**config.mk**
```make
export PLATFORM = sky130hd
export DESIGN_NAME = xbm_data_text_to_pixels
export DESIGN_NICKNAME = d
export VERILOG_FILES = /design/src/rtl/xbm_pkg.sv /design/src/rtl/xbm_front.sv /design/src/rtl/xbm_queue.sv /design/src/rtl/xbm_back.sv /design/src/rtl/xbm_data_text_to_pixels.sv
export SDC_FILE = /design/constraint.sdc
export NUM_CORES = 1
export LEC_CHECK = 0
export BUFFER_PORTS_ARGS = -buffer_cell sky130_fd_sc_hd__buf_2
export CAP_MARGIN = 20
export CORE_MARGIN = 3
export CORE_UTILIZATION = 40
export CTS_CLUSTER_DIAMETER = 50
export DETAILED_ROUTE_END_ITERATION = 10
export GPL_TIMING_DRIVEN = 0
export PLACE_DENSITY_LB_ADDON = 0.08
export SYNTH_ARGS = -nofsm -noshare
export SYNTH_HDL_FRONTEND = slang
export SYNTH_SLANG_ARGS = --single-unit
```
**constraint.sdc**
```tcl
create_clock -name clk -period 9.76 [get_ports clk]
set_input_delay 0.976 -clock clk [delete_from_list [all_inputs] [get_ports clk]]
set_output_delay 0.976 -clock clk [all_outputs]
set_load 0.1 [all_outputs]
```
**src/rtl/xbm_pkg.sv**
```systemverilog
package xbm_pkg;

  // Sizes of the block.
  localparam int MAX_SIDE_DEFAULT = 4096;
  localparam int QUEUE_DEPTH_DEFAULT = 2;
  localparam int SIDE_CFG_W = 13;
  localparam int CFG_INDEX_W = 2;
  localparam int CFG_DATA_W = 13;
  localparam int VALUE_W = 16;

  // Configuration register indexes.
  localparam logic [CFG_INDEX_W-1:0] REG_IMAGE_WIDTH = 2'd0;
  localparam logic [CFG_INDEX_W-1:0] REG_IMAGE_HEIGHT = 2'd1;
  localparam logic [CFG_INDEX_W-1:0] REG_WORD_IS_16 = 2'd2;

  // Characters the lexer looks for.
  localparam logic [7:0] CH_SLASH = 8'h2F;
  localparam logic [7:0] CH_STAR = 8'h2A;
  localparam logic [7:0] CH_0 = 8'h30;
  localparam logic [7:0] CH_1 = 8'h31;
  localparam logic [7:0] CH_9 = 8'h39;
  localparam logic [7:0] CH_LX = 8'h78;
  localparam logic [7:0] CH_UX = 8'h58;
  localparam logic [7:0] CH_LA = 8'h61;
  localparam logic [7:0] CH_LF = 8'h66;
  localparam logic [7:0] CH_UA = 8'h41;
  localparam logic [7:0] CH_UF = 8'h46;

  typedef enum logic [2:0] {
    PH_SCAN    = 3'd0,
    PH_SLASH   = 3'd1,
    PH_COMMENT = 3'd2,
    PH_STAR    = 3'd3,
    PH_ZERO    = 3'd4,
    PH_DIGITS  = 3'd5
  } lex_phase_t;

  typedef enum logic [1:0] {
    BASE_DEC = 2'd0,
    BASE_OCT = 2'd1,
    BASE_HEX = 2'd2
  } number_base_t;

  typedef struct packed {
    lex_phase_t           phase;
    number_base_t         base;
    logic [VALUE_W-1:0]   value;
  } lex_state_t;

  typedef struct packed {
    logic                 ok;
    logic [3:0]           value;
  } digit_t;

  typedef struct packed {
    logic [7:0]           data_byte;
    logic                 end_of_data;
  } in_item_t;

  typedef struct packed {
    logic [15:0]          pixel_bits;
    logic [4:0]           pixel_count;
    logic                 row_end;
    logic                 image_end;
  } out_item_t;

  typedef struct packed {
    logic [SIDE_CFG_W-1:0] image_width;
    logic [SIDE_CFG_W-1:0] image_height;
    logic                  word_is_16;
  } cfg_t;

endpackage

```
**src/rtl/xbm_front.sv**
```systemverilog
module xbm_front import xbm_pkg::*; (
  input  logic               clk,
  input  logic               rst,
  input  logic               in_valid,
  output logic               in_ready,
  input  in_item_t           in_item,
  output logic               push_valid,
  input  logic               push_ready,
  output logic [VALUE_W-1:0] push_value
);

  localparam lex_state_t LEX_CLEAR = '{phase: PH_SCAN, base: BASE_DEC, value: '0};

  lex_state_t st;
  lex_state_t st_next;
  logic       emit;
  logic [7:0] c;
  digit_t     dg;

  // Classify a byte seen between numbers.
  function automatic lex_state_t scan(lex_state_t s, logic [7:0] ch);
    lex_state_t r;
    r = s;
    r.phase = PH_SCAN;
    if (ch == CH_SLASH) begin
      r.phase = PH_SLASH;
    end else if (ch == CH_0) begin
      r.phase = PH_ZERO;
      r.value = '0;
    end else if (ch >= CH_1 && ch <= CH_9) begin
      r.phase = PH_DIGITS;
      r.base = BASE_DEC;
      r.value = VALUE_W'(ch - CH_0);
    end
    return r;
  endfunction

  // Value of a digit character in the given base.
  function automatic digit_t digit_of(logic [7:0] ch, number_base_t b);
    digit_t d;
    d.ok = 1'b0;
    d.value = '0;
    if (ch >= CH_0 && ch <= CH_9) begin
      d.ok = 1'b1;
      d.value = 4'(ch - CH_0);
    end else if (ch >= CH_LA && ch <= CH_LF) begin
      d.ok = 1'b1;
      d.value = 4'(ch - CH_LA + 8'd10);
    end else if (ch >= CH_UA && ch <= CH_UF) begin
      d.ok = 1'b1;
      d.value = 4'(ch - CH_UA + 8'd10);
    end
    case (b)
      BASE_OCT: if (d.value > 4'd7) d.ok = 1'b0;
      BASE_HEX: ;
      default:  if (d.value > 4'd9) d.ok = 1'b0;
    endcase
    return d;
  endfunction

  // Shift in one digit, wrapping at the value width.
  function automatic logic [VALUE_W-1:0] mac(logic [VALUE_W-1:0] v, number_base_t b,
                                             logic [3:0] d);
    logic [VALUE_W-1:0] r;
    case (b)
      BASE_OCT: r = {v[VALUE_W-4:0], 3'b000} + VALUE_W'(d);
      BASE_HEX: r = {v[VALUE_W-5:0], 4'b0000} + VALUE_W'(d);
      default:  r = {v[VALUE_W-4:0], 3'b000} + {v[VALUE_W-2:0], 1'b0} + VALUE_W'(d);
    endcase
    return r;
  endfunction

  assign c = in_item.data_byte;
  assign in_ready = push_ready;
  assign dg = digit_of(c, (st.phase == PH_ZERO) ? BASE_OCT : st.base);

  // Lexer next state; a byte that closes a number is scanned again at once.
  always_comb begin
    st_next = st;
    emit = 1'b0;
    push_value = st.value;
    if (in_item.end_of_data) begin
      if (st.phase == PH_ZERO || st.phase == PH_DIGITS) begin
        emit = 1'b1;
      end
      if (st.phase == PH_ZERO) begin
        push_value = '0;
      end
      st_next = LEX_CLEAR;
    end else begin
      unique case (st.phase)
        PH_SLASH: begin
          if (c == CH_STAR) st_next.phase = PH_COMMENT;
          else st_next = scan(st, c);
        end
        PH_COMMENT: begin
          if (c == CH_STAR) st_next.phase = PH_STAR;
        end
        PH_STAR: begin
          if (c == CH_SLASH) st_next.phase = PH_SCAN;
          else if (c != CH_STAR) st_next.phase = PH_COMMENT;
        end
        PH_ZERO: begin
          if (c == CH_LX || c == CH_UX) begin
            st_next = '{phase: PH_DIGITS, base: BASE_HEX, value: '0};
          end else if (dg.ok) begin
            st_next = '{phase: PH_DIGITS, base: BASE_OCT, value: VALUE_W'(dg.value)};
          end else begin
            emit = 1'b1;
            push_value = '0;
            st_next = scan(LEX_CLEAR, c);
          end
        end
        PH_DIGITS: begin
          if (dg.ok) begin
            st_next.value = mac(st.value, st.base, dg.value);
          end else begin
            emit = 1'b1;
            st_next = scan(LEX_CLEAR, c);
          end
        end
        default: begin
          st_next = scan(st, c);
        end
      endcase
    end
  end

  assign push_valid = in_valid && in_ready && emit;

  // Lexer state register.
  always_ff @(posedge clk) begin
    if (rst) begin
      st <= LEX_CLEAR;
    end else if (in_valid && in_ready) begin
      st <= st_next;
    end
  end

endmodule

```
**src/rtl/xbm_queue.sv**
```systemverilog
module xbm_queue import xbm_pkg::*; #(
  parameter int DEPTH = QUEUE_DEPTH_DEFAULT
) (
  input  logic               clk,
  input  logic               rst,
  input  logic               push_valid,
  output logic               push_ready,
  input  logic [VALUE_W-1:0] push_value,
  output logic               pop_valid,
  input  logic               pop_ready,
  output logic [VALUE_W-1:0] pop_value
);

  localparam int PTR_W = (DEPTH > 1) ? $clog2(DEPTH) : 1;
  localparam int CNT_W = $clog2(DEPTH + 1);

  logic [VALUE_W-1:0] mem [DEPTH];
  logic [PTR_W-1:0]   wr_ptr;
  logic [PTR_W-1:0]   rd_ptr;
  logic [CNT_W-1:0]   count;
  logic               do_push;
  logic               do_pop;

  assign push_ready = (count != CNT_W'(DEPTH));
  assign pop_valid = (count != '0);
  assign pop_value = mem[rd_ptr];
  assign do_push = push_valid && push_ready;
  assign do_pop = pop_valid && pop_ready;

  // Storage of queued numbers.
  always_ff @(posedge clk) begin
    if (do_push) begin
      mem[wr_ptr] <= push_value;
    end
  end

  // Pointers and fill count.
  always_ff @(posedge clk) begin
    if (rst) begin
      wr_ptr <= '0;
      rd_ptr <= '0;
      count <= '0;
    end else begin
      if (do_push) begin
        wr_ptr <= (wr_ptr == PTR_W'(DEPTH - 1)) ? '0 : wr_ptr + 1'b1;
      end
      if (do_pop) begin
        rd_ptr <= (rd_ptr == PTR_W'(DEPTH - 1)) ? '0 : rd_ptr + 1'b1;
      end
      if (do_push && !do_pop) begin
        count <= count + 1'b1;
      end else if (do_pop && !do_push) begin
        count <= count - 1'b1;
      end
    end
  end

`ifndef SYNTHESIS
  a_count_bound: assert property (@(posedge clk) disable iff (rst)
    count <= CNT_W'(DEPTH))
    else $error("queue fill count above depth");
`endif

endmodule

```
**src/rtl/xbm_back.sv**
```systemverilog
module xbm_back import xbm_pkg::*; #(
  parameter int MAX_SIDE = MAX_SIDE_DEFAULT
) (
  input  logic               clk,
  input  logic               rst,
  input  cfg_t               cfg,
  input  logic               pop_valid,
  output logic               pop_ready,
  input  logic [VALUE_W-1:0] pop_value,
  output logic               out_valid,
  input  logic               out_ready,
  output out_item_t          out_item
);

  localparam int SIDE_W = $clog2(MAX_SIDE + 1);
  localparam int POS_W = $clog2(MAX_SIDE);
  localparam int CMP_W = (SIDE_W > SIDE_CFG_W) ? SIDE_W : SIDE_CFG_W;

  logic [POS_W-1:0]  column;
  logic [POS_W-1:0]  row;
  logic [POS_W-1:0]  column_next;
  logic [POS_W-1:0]  row_next;
  logic [SIDE_W-1:0] w;
  logic [SIDE_W-1:0] h;
  logic [SIDE_W-1:0] col_eff;
  logic [SIDE_W-1:0] row_eff;
  logic [SIDE_W-1:0] left;
  logic [SIDE_W-1:0] col_sum;
  logic [SIDE_W-1:0] row_inc;
  logic [4:0]        bits;
  logic [4:0]        cnt;
  logic [16:0]       mask;
  logic              take;
  out_item_t         item_next;

  // Limit a size register to the range 1 to MAX_SIDE.
  function automatic logic [SIDE_W-1:0] side(logic [SIDE_CFG_W-1:0] v);
    logic [CMP_W-1:0] e;
    e = CMP_W'(v);
    if (e == '0) return SIDE_W'(1);
    if (e > CMP_W'(MAX_SIDE)) return SIDE_W'(MAX_SIDE);
    return SIDE_W'(e);
  endfunction

  assign w = side(cfg.image_width);
  assign h = side(cfg.image_height);
  assign bits = cfg.word_is_16 ? 5'd16 : 5'd8;

  assign pop_ready = !out_valid || out_ready;
  assign take = pop_valid && pop_ready;

  // Pixel group for the number at the head of the queue.
  always_comb begin
    col_eff = (SIDE_W'(column) >= w) ? '0 : SIDE_W'(column);
    row_eff = (SIDE_W'(row) >= h) ? '0 : SIDE_W'(row);
    left = w - col_eff;
    cnt = (left < SIDE_W'(bits)) ? left[4:0] : bits;
    mask = (17'd1 << cnt) - 17'd1;
    col_sum = col_eff + SIDE_W'(cnt);
    row_inc = row_eff + SIDE_W'(1);
    item_next.pixel_bits = ~pop_value & mask[15:0];
    item_next.pixel_count = cnt;
    item_next.row_end = 1'b0;
    item_next.image_end = 1'b0;
    column_next = POS_W'(col_sum);
    row_next = POS_W'(row_eff);
    if (col_sum >= w) begin
      item_next.row_end = 1'b1;
      column_next = '0;
      if (row_inc >= h) begin
        item_next.image_end = 1'b1;
        row_next = '0;
      end else begin
        row_next = POS_W'(row_inc);
      end
    end
  end

  // Position in the image.
  always_ff @(posedge clk) begin
    if (rst) begin
      column <= '0;
      row <= '0;
    end else if (take) begin
      column <= column_next;
      row <= row_next;
    end
  end

  // Output register.
  always_ff @(posedge clk) begin
    if (rst) begin
      out_valid <= 1'b0;
    end else if (pop_ready) begin
      out_valid <= pop_valid;
    end
  end

  always_ff @(posedge clk) begin
    if (take) begin
      out_item <= item_next;
    end
  end

`ifndef SYNTHESIS
  a_count_range: assert property (@(posedge clk) disable iff (rst)
    out_valid |-> (out_item.pixel_count >= 5'd1 && out_item.pixel_count <= 5'd16))
    else $error("pixel count out of range");
  a_bits_masked: assert property (@(posedge clk) disable iff (rst)
    out_valid |-> ((out_item.pixel_bits >> out_item.pixel_count) == 16'd0))
    else $error("pixel bits set above pixel count");
  a_image_row: assert property (@(posedge clk) disable iff (rst)
    (out_valid && out_item.image_end) |-> out_item.row_end)
    else $error("image end without row end");
`endif

endmodule

```
**src/rtl/xbm_data_text_to_pixels.sv**
```systemverilog
// Decodes the data section of an X bitmap text file, one byte per request on the
// input channel, into groups of up to 16 pixels on the output channel. The lexer
// takes a byte in every cycle while the queue has room; a closed number is queued
// and turned into one pixel group (inverted bits, LSB is the leftmost pixel) with
// row and image end marks. The rate is up to one byte per cycle and one group per cycle
// while neither the queue nor the output is stalled; a group is held in the queue
// memory and then the output register, and the queue of QUEUE_DEPTH numbers lets
// the lexer keep going while the output is stalled.
// Write image_width, image_height and word_is_16 only while the block is idle.
module xbm_data_text_to_pixels import xbm_pkg::*; #(
  parameter int MAX_SIDE = MAX_SIDE_DEFAULT,
  parameter int QUEUE_DEPTH = QUEUE_DEPTH_DEFAULT
) (
  input  logic                   clk,
  input  logic                   rst,
  input  logic                   cfg_we,
  input  logic [CFG_INDEX_W-1:0] cfg_index,
  input  logic [CFG_DATA_W-1:0]  cfg_data,
  input  logic                   in_valid,
  output logic                   in_ready,
  input  in_item_t               in_item,
  output logic                   out_valid,
  input  logic                   out_ready,
  output out_item_t              out_item
);

  cfg_t               cfg;
  logic               push_valid;
  logic               push_ready;
  logic [VALUE_W-1:0] push_value;
  logic               pop_valid;
  logic               pop_ready;
  logic [VALUE_W-1:0] pop_value;

  // Configuration registers.
  always_ff @(posedge clk) begin
    if (rst) begin
      cfg.image_width <= SIDE_CFG_W'(8);
      cfg.image_height <= SIDE_CFG_W'(8);
      cfg.word_is_16 <= 1'b0;
    end else if (cfg_we) begin
      unique case (cfg_index)
        REG_IMAGE_WIDTH:  cfg.image_width <= cfg_data[SIDE_CFG_W-1:0];
        REG_IMAGE_HEIGHT: cfg.image_height <= cfg_data[SIDE_CFG_W-1:0];
        REG_WORD_IS_16:   cfg.word_is_16 <= cfg_data[0];
        default: ;
      endcase
    end
  end

  xbm_front u_front (
    .clk        (clk),
    .rst        (rst),
    .in_valid   (in_valid),
    .in_ready   (in_ready),
    .in_item    (in_item),
    .push_valid (push_valid),
    .push_ready (push_ready),
    .push_value (push_value)
  );

  xbm_queue #(
    .DEPTH (QUEUE_DEPTH)
  ) u_queue (
    .clk        (clk),
    .rst        (rst),
    .push_valid (push_valid),
    .push_ready (push_ready),
    .push_value (push_value),
    .pop_valid  (pop_valid),
    .pop_ready  (pop_ready),
    .pop_value  (pop_value)
  );

  xbm_back #(
    .MAX_SIDE (MAX_SIDE)
  ) u_back (
    .clk       (clk),
    .rst       (rst),
    .cfg       (cfg),
    .pop_valid (pop_valid),
    .pop_ready (pop_ready),
    .pop_value (pop_value),
    .out_valid (out_valid),
    .out_ready (out_ready),
    .out_item  (out_item)
  );

endmodule
```
# After elaboration in Yosys (flattened, before gate mapping)
# Memory sizes are Yosys's and may differ from the RTL's. A register that Yosys moved wholly into a read port is not among the register bits.
# Cells that the tools add are included.
dict set report totals {
  input_bits 29
  mem_count 1
  elab_cells 178
  mem_bits_rw 32
  output_inout_bits 25
  register_bits 100
}
dict set report classes {
  order_cmp 16
  bitwise 2
  n_addsub 18
  n_shift 1
  eq_ne 23
  muxes 73
  n_reduce_logical 28
}
# name depth width rd rd_ports_with_merged_regs write_ports line
set memory_table {}
lappend memory_table {u_queue.mem 2 16 1 1 1 xbm_queue.sv:17} ;# logic [VALUE_W-1:0] mem [DEPTH];
# cell n
set op_table {}
lappend op_table {{two-way mux 16 bit} 8}
lappend op_table {{two-way mux 21 bit} 5}
lappend op_table {{two-way mux 13 bit} 8}
lappend op_table {{one-hot mux 18 bit (4 select lines)} 1}
lappend op_table {{two-way mux 12 bit} 5}
lappend op_table {{two-way mux 18 bit} 3}
lappend op_table {{adder 16 x 4 -> 16 bit} 3}
lappend op_table {{one-hot mux 16 bit (2 select lines)} 1}
lappend op_table {{two-way mux 5 bit} 6}
lappend op_table {{greater-or-equal comparator 12 x 13 -> 1 bit} 2}
lappend op_table {{greater-or-equal comparator 13 bit} 2}
lappend op_table {{greater-than comparator 13 bit (second input constant)} 2}
lappend op_table {{logical NOT 13 bit} 2}
lappend op_table {{== test 8 x 6 -> 1 bit (second input constant)} 3}
lappend op_table {{two-way mux 3 bit} 8}
lappend op_table {{two-way mux 1 bit} 19}
lappend op_table {{adder 16 bit} 1}
lappend op_table {{AND 16 bit} 1}
lappend op_table {{== test 8 x 7 -> 1 bit (second input constant)} 2}
lappend op_table {{greater-or-equal comparator 8 x 6 -> 1 bit (second input constant)} 2}
lappend op_table {{greater-or-equal comparator 8 x 7 -> 1 bit (second input constant)} 2}
lappend op_table {{<= comparator 8 x 7 -> 1 bit (second input constant)} 2}
lappend op_table {{NOT 16 bit} 1}
lappend op_table {{<< shifter 1 x 5 -> 16 bit (first input constant)} 1}
lappend op_table {{37 further kinds} 71}

# Depth between registers and ports, before layout
dict set report logic_depth {
  depth_word 18
  depth_mapped 49
  ltp_nobuf 44
}

# By module
# From an unflattened synthesis, not the netlist that was laid out.
dict set report hier_totals {
  hier_cells 1192
  area_unflattened_um2 10555.1
}
# mod seq_area_each_um2 instances area_each_um2 cells_per_inst
set by_module_without_submodules {}
lappend by_module_without_submodules {xbm_back 1191.1 1 4943.5 604}
lappend by_module_without_submodules {xbm_front 420.4 1 3096.7 407}
lappend by_module_without_submodules {xbm_queue 1061.0 1 1373.8 74}
lappend by_module_without_submodules {xbm_data_text_to_pixels 540.5 1 1141.1 107}

# Worst setup path after synthesis
# Ideal clock, no wire load.
dict set report synth_timing {
  path_type {reg2reg}
  start {register cfg[26] (netlist name)}
  end {register u_back.row[2]}
  setup_ns 0.122
  path_buffers 5
  path_stages_with_launch 43
  required_ns 9.638
  slack_ns 1.208
  arrival_ns 8.430
  synth_period_minus_slack_ns 8.552
  cell_sequence {dfxtp_1 > clkbuf_1 > inv_1 > buf_1 > nand2_1 > ha_1 > a21o_1 > a21oi_1 > o21ai_0 > o22ai_1 > a2bb2oi_1 > clkbuf_1 > nand2_1 > inv_1 > fa_1 > nand2b_1 > a21oi_1 > xnor2_1 > [7 not listed] > a21o_1 > a21oi_1 > o21bai_1 > a21oi_1 > nor2_1 > xnor2_1 > nor2_1 > ha_1 > nand3_1 > nor4_1 > o211ai_1 > o211a_1 > clkbuf_1 > inv_1 > o21ai_0 > nor2b_1 > clkbuf_1 > a221o_1}
}
dict set report synth_via {
  elab_chain_cells 13
  elab_cells_between_ends 16
  classes_between {add/sub: 2; order compare: 4; mux: 9; reduce/logical: 1}
}
# item line
set synth_rtl {}
lappend synth_rtl {{greater-than comparator 13 bit} xbm_back.sv:41} ;# if (e > CMP_W'(MAX_SIDE)) return SIDE_W'(MAX_SIDE);
lappend synth_rtl {{two-way mux 1 bit (2 in series)} xbm_back.sv:41}
lappend synth_rtl {{two-way mux 13 bit} xbm_back.sv:42} ;# return SIDE_W'(e);
lappend synth_rtl {{two-way mux 13 bit (*)} xbm_back.sv:41}
lappend synth_rtl {{greater-or-equal comparator 12 x 13 -> 1 bit} xbm_back.sv:54} ;# col_eff = (SIDE_W'(column) >= w) ? '0 : SIDE_W'(column);
lappend synth_rtl {{two-way mux 12 bit} xbm_back.sv:54}
lappend synth_rtl {{subtractor 13 bit (*)} xbm_back.sv:56} ;# left = w - col_eff;
lappend synth_rtl {{less-than comparator 13 x 5 -> 1 bit} xbm_back.sv:57} ;# cnt = (left < SIDE_W'(bits)) ? left[4:0] : bits;
lappend synth_rtl {{two-way mux 5 bit (*)} xbm_back.sv:57}
lappend synth_rtl {{via u_back.cnt[1]} xbm_back.sv:31} ;# logic [4:0] cnt;
lappend synth_rtl {{adder 13 x 5 -> 13 bit (*)} xbm_back.sv:59} ;# col_sum = col_eff + SIDE_W'(cnt);
lappend synth_rtl {{greater-or-equal comparator 13 bit (*)} xbm_back.sv:67} ;# if (col_sum >= w) begin
lappend synth_rtl {{two-way mux 12 bit (*)} xbm_back.sv:67}
lappend synth_rtl {{to (signal assigned)} xbm_back.sv:86} ;# row <= row_next;
lappend synth_rtl {{to (decl)} xbm_back.sv:20} ;# logic [POS_W-1:0] row;
# Mark *: on every way through the listed nets, which the timed path passes. The rest lies on a longest branch. The select of a mux whose other input is x is not followed.
# A chain may end at the register's enable or synchronous reset.

# Final worst setup path
dict set report layout_timing {
  start {register cfg[26] (netlist name)}
  end {register u_back.row[2]}
}
dict set report layout_via {
  elab_chain_cells 13
  elab_cells_between_ends 16
  classes_between {add/sub: 2; order compare: 4; mux: 9; reduce/logical: 1}
}
# item line
set layout_rtl {}
lappend layout_rtl {{greater-than comparator 13 bit} xbm_back.sv:41}
lappend layout_rtl {{two-way mux 1 bit (2 in series)} xbm_back.sv:41}
lappend layout_rtl {{two-way mux 13 bit} xbm_back.sv:42}
lappend layout_rtl {{two-way mux 13 bit (*)} xbm_back.sv:41}
lappend layout_rtl {{greater-or-equal comparator 12 x 13 -> 1 bit} xbm_back.sv:54}
lappend layout_rtl {{two-way mux 12 bit} xbm_back.sv:54}
lappend layout_rtl {{subtractor 13 bit (*)} xbm_back.sv:56}
lappend layout_rtl {{less-than comparator 13 x 5 -> 1 bit} xbm_back.sv:57}
lappend layout_rtl {{two-way mux 5 bit (*)} xbm_back.sv:57}
lappend layout_rtl {{via u_back.cnt[0]} xbm_back.sv:31}
lappend layout_rtl {{adder 13 x 5 -> 13 bit (*)} xbm_back.sv:59}
lappend layout_rtl {{greater-or-equal comparator 13 bit (*)} xbm_back.sv:67}
lappend layout_rtl {{two-way mux 12 bit (*)} xbm_back.sv:67}
# Marked as above.

==> metrics <==
most common cell in the synthesized netlist nand2_1; largest net degree at the start of global routing 31; Buffers on Ports 52; Initial Utilization 41.2%; Post-layout nets 1435; crit path DAT 9.48 ns; Tcrit/Tclk final 93.4%; clk slew on worst S/H paths 0.06 ns; max_cap viols 0; Post-Place Worst Slack -1.26 ns; CP Launch Type flip-flop; Hold Crit Start u_front.st[15]; die area 0.0273 sq mm; biggest area consumer among synthesized cells edfxtp_1; Synth cell types 77; WL/cell 16.6 um; # setup viols final 0; Detailed Place HPWL 21100 um; Die Span Y 165 um; Num CTS Buffers 17; Static Leakage 4.76 nW; kind of critical path flip-flop to flip-flop; worst vdd ir 0.171 mV; fraction of layout cells with a size suffix above 1 10.4%; vias per inst 5.53; CTS Sinks 133; max incr delay on CP 0.46 ns; Slew HR 42.3%; clock skew 0.0126 ns; initial drt markers 555; worst-margin pin slew 0.861 ns; Yosys top cell area share 16.3%; Pwr Total 2.27 mW; vias in the first global route 8568; Root Buffer clkbuf_16; prevailing post-synth register cell dfxtp_1; DRC errors left 0; Max Clock Freq 110 MHz; Mapped Nets 1361; H-tree Lvls 4; gr usage total 20.1%; outcome complete, no violations; slowest library cell on the worst path fa_1; path type of the worst min-delay path flip-flop to flip-flop; Pre-antenna DRT Iters 5; worst-path fanout max 10; Critical Path RT 10.12 ns; initial antenna violation count 0; worst setup path startpoint cfg[26]; Synth top cells by count 163 x nand2_1, 109 x ha_1, 101 x nor2_1, 94 x a21oi_1, 78 x dfxtp_1; Hold WS 0.453 ns; Hold Buf Count CTS 0; largest cells by area after synthesis edfxtp_1 16%, dfxtp_1 15%, ha_1 13%; yosys warns 0; EDFF count, synth 55; Gate Count Post-Synth 1219; cell row count 57; Die Wd 165 um; Antenna diodes 0; final number of max-transition violations 0; clock latency on the worst-skew pair 0.42 ns; P&R area growth vs syn 13.8%; global-route wire length before repair 44200 um; CP Capture Type flip-flop; syn avg cell area 8.31 sq um; sequential share of the synthesized area 31.7%; crit path time final 9.11 ns; Post-synth ARST share 0%; flops & latches, synth 133; num ports 54; Power Dens Cells 197 mW/mm^2; CTS tree built; Core Box Area 0.0246 sq mm; Routed Antenna Nets 0; most used cell, CP inv_1; Vias 9021; Syn Std Cell Area 0.0101 sq mm; final WL 27000 um; R2R Path Start cfg[26]; Placer Congestion 0.868; final worst slack 0.648 ns; final hold vios 0; CTS max path bufs 2; grt ovf 0
-- timing repair --
item                                    4_1_cts  5_1_grt
endpoints found under the setup margin       26       18
hold endpoints to repair                      0        0
buffers inserted                              0        4
resized for setup                            14       14
pin swaps                                     0        4
-- state kept, by name, indices dropped and copies added, names as in the netlist, named ones only --
signal            flops
u_back.column        12
u_back.out_item      23
cfg                  27
u_queue.wr_ptr        1
u_queue.rd_ptr        1
u_queue.count         2
u_back.row           12
u_back.out_valid      1
u_queue.mem          32
u_front.st           21
-- layout by cell type (no fill, tap or decap), types with 40 or more instances in the layout --
master	instances
inv_1	60
dfxtp_1	77
buf_2	57
edfxtp_1	55
o21ai_0	45
nand3_1	40
a21oi_1	92
nand2_1	163
nor2_1	99
ha_1	109
-- kinds of logic after synthesis --
family | synth area share, %
buffers and inverters | 4.32
adder cells (fa/ha/maj) | 14.3
XOR/XNOR | 3.72
AO/OA/AOI/OAI | 21.2
flip-flops | 31.7
AND/OR/NAND/NOR | 23.2
multiplexers | 1.63
-- worst paths after layout --
path,end,slack (ns),depth (start not counted)
max reg2reg,u_back.row[2],0.65,46
min,u_front.st[15],0.45,2
max,u_back.row[2],0.65,46
min reg2reg,u_front.st[15],0.45,2
-- critical path, delay by kind of cell, from the launching register on --
family          cells  cell delay, ns
compound gates     15            2.69
flops               1            0.39
simple gates       13            2.30
xor+xnor            2            0.32
buf+inv            10            1.46
fa+ha+maj           6            1.84
-- metrics by stage --
step | area [sq um] | TNS [ns] | util (%) | std cells
5_1_grt | 11500 | -0.353 | 46.9 | 1630
3_3_place_gp | 10800 | -20.54 | 43.9 | 1595
4_1_cts | 11400 | 0 | 46.5 | 1625
6_report | 11500 | 0 | 46.9 | 1630
3_5_place_dp | 10800 | -22.48 | 43.9 | 1595
2_1_floorplan | 10100 | 0 | - | 1219
-- routing by layer --
layer  vias up  routed length, um  track usage [%]
li1       4609                  -                -
met1      4243              13500             28.3
met2       146              12300             32.9
met3        23                875             2.54
met4         0                344             4.54
met5         -                  0                0
-- layout make-up --
class	count	area, sq um
Inverter	62	236
Clock inverter	15	179
Tap cell	324	405
Fill cell	2518	13100
Buffer	50	210
Multi-Input combinational cell	972	6550
Sequential cell	133	3210
Timing Repair Buffer	57	310
Clock buffer	17	425
-- where the power goes --
part	switching, mW	internal (mW)
sequential	0.0265	0.656
combinational	0.697	0.239
clock	0.285	0.368
Power figures use the tool's default switching activity.
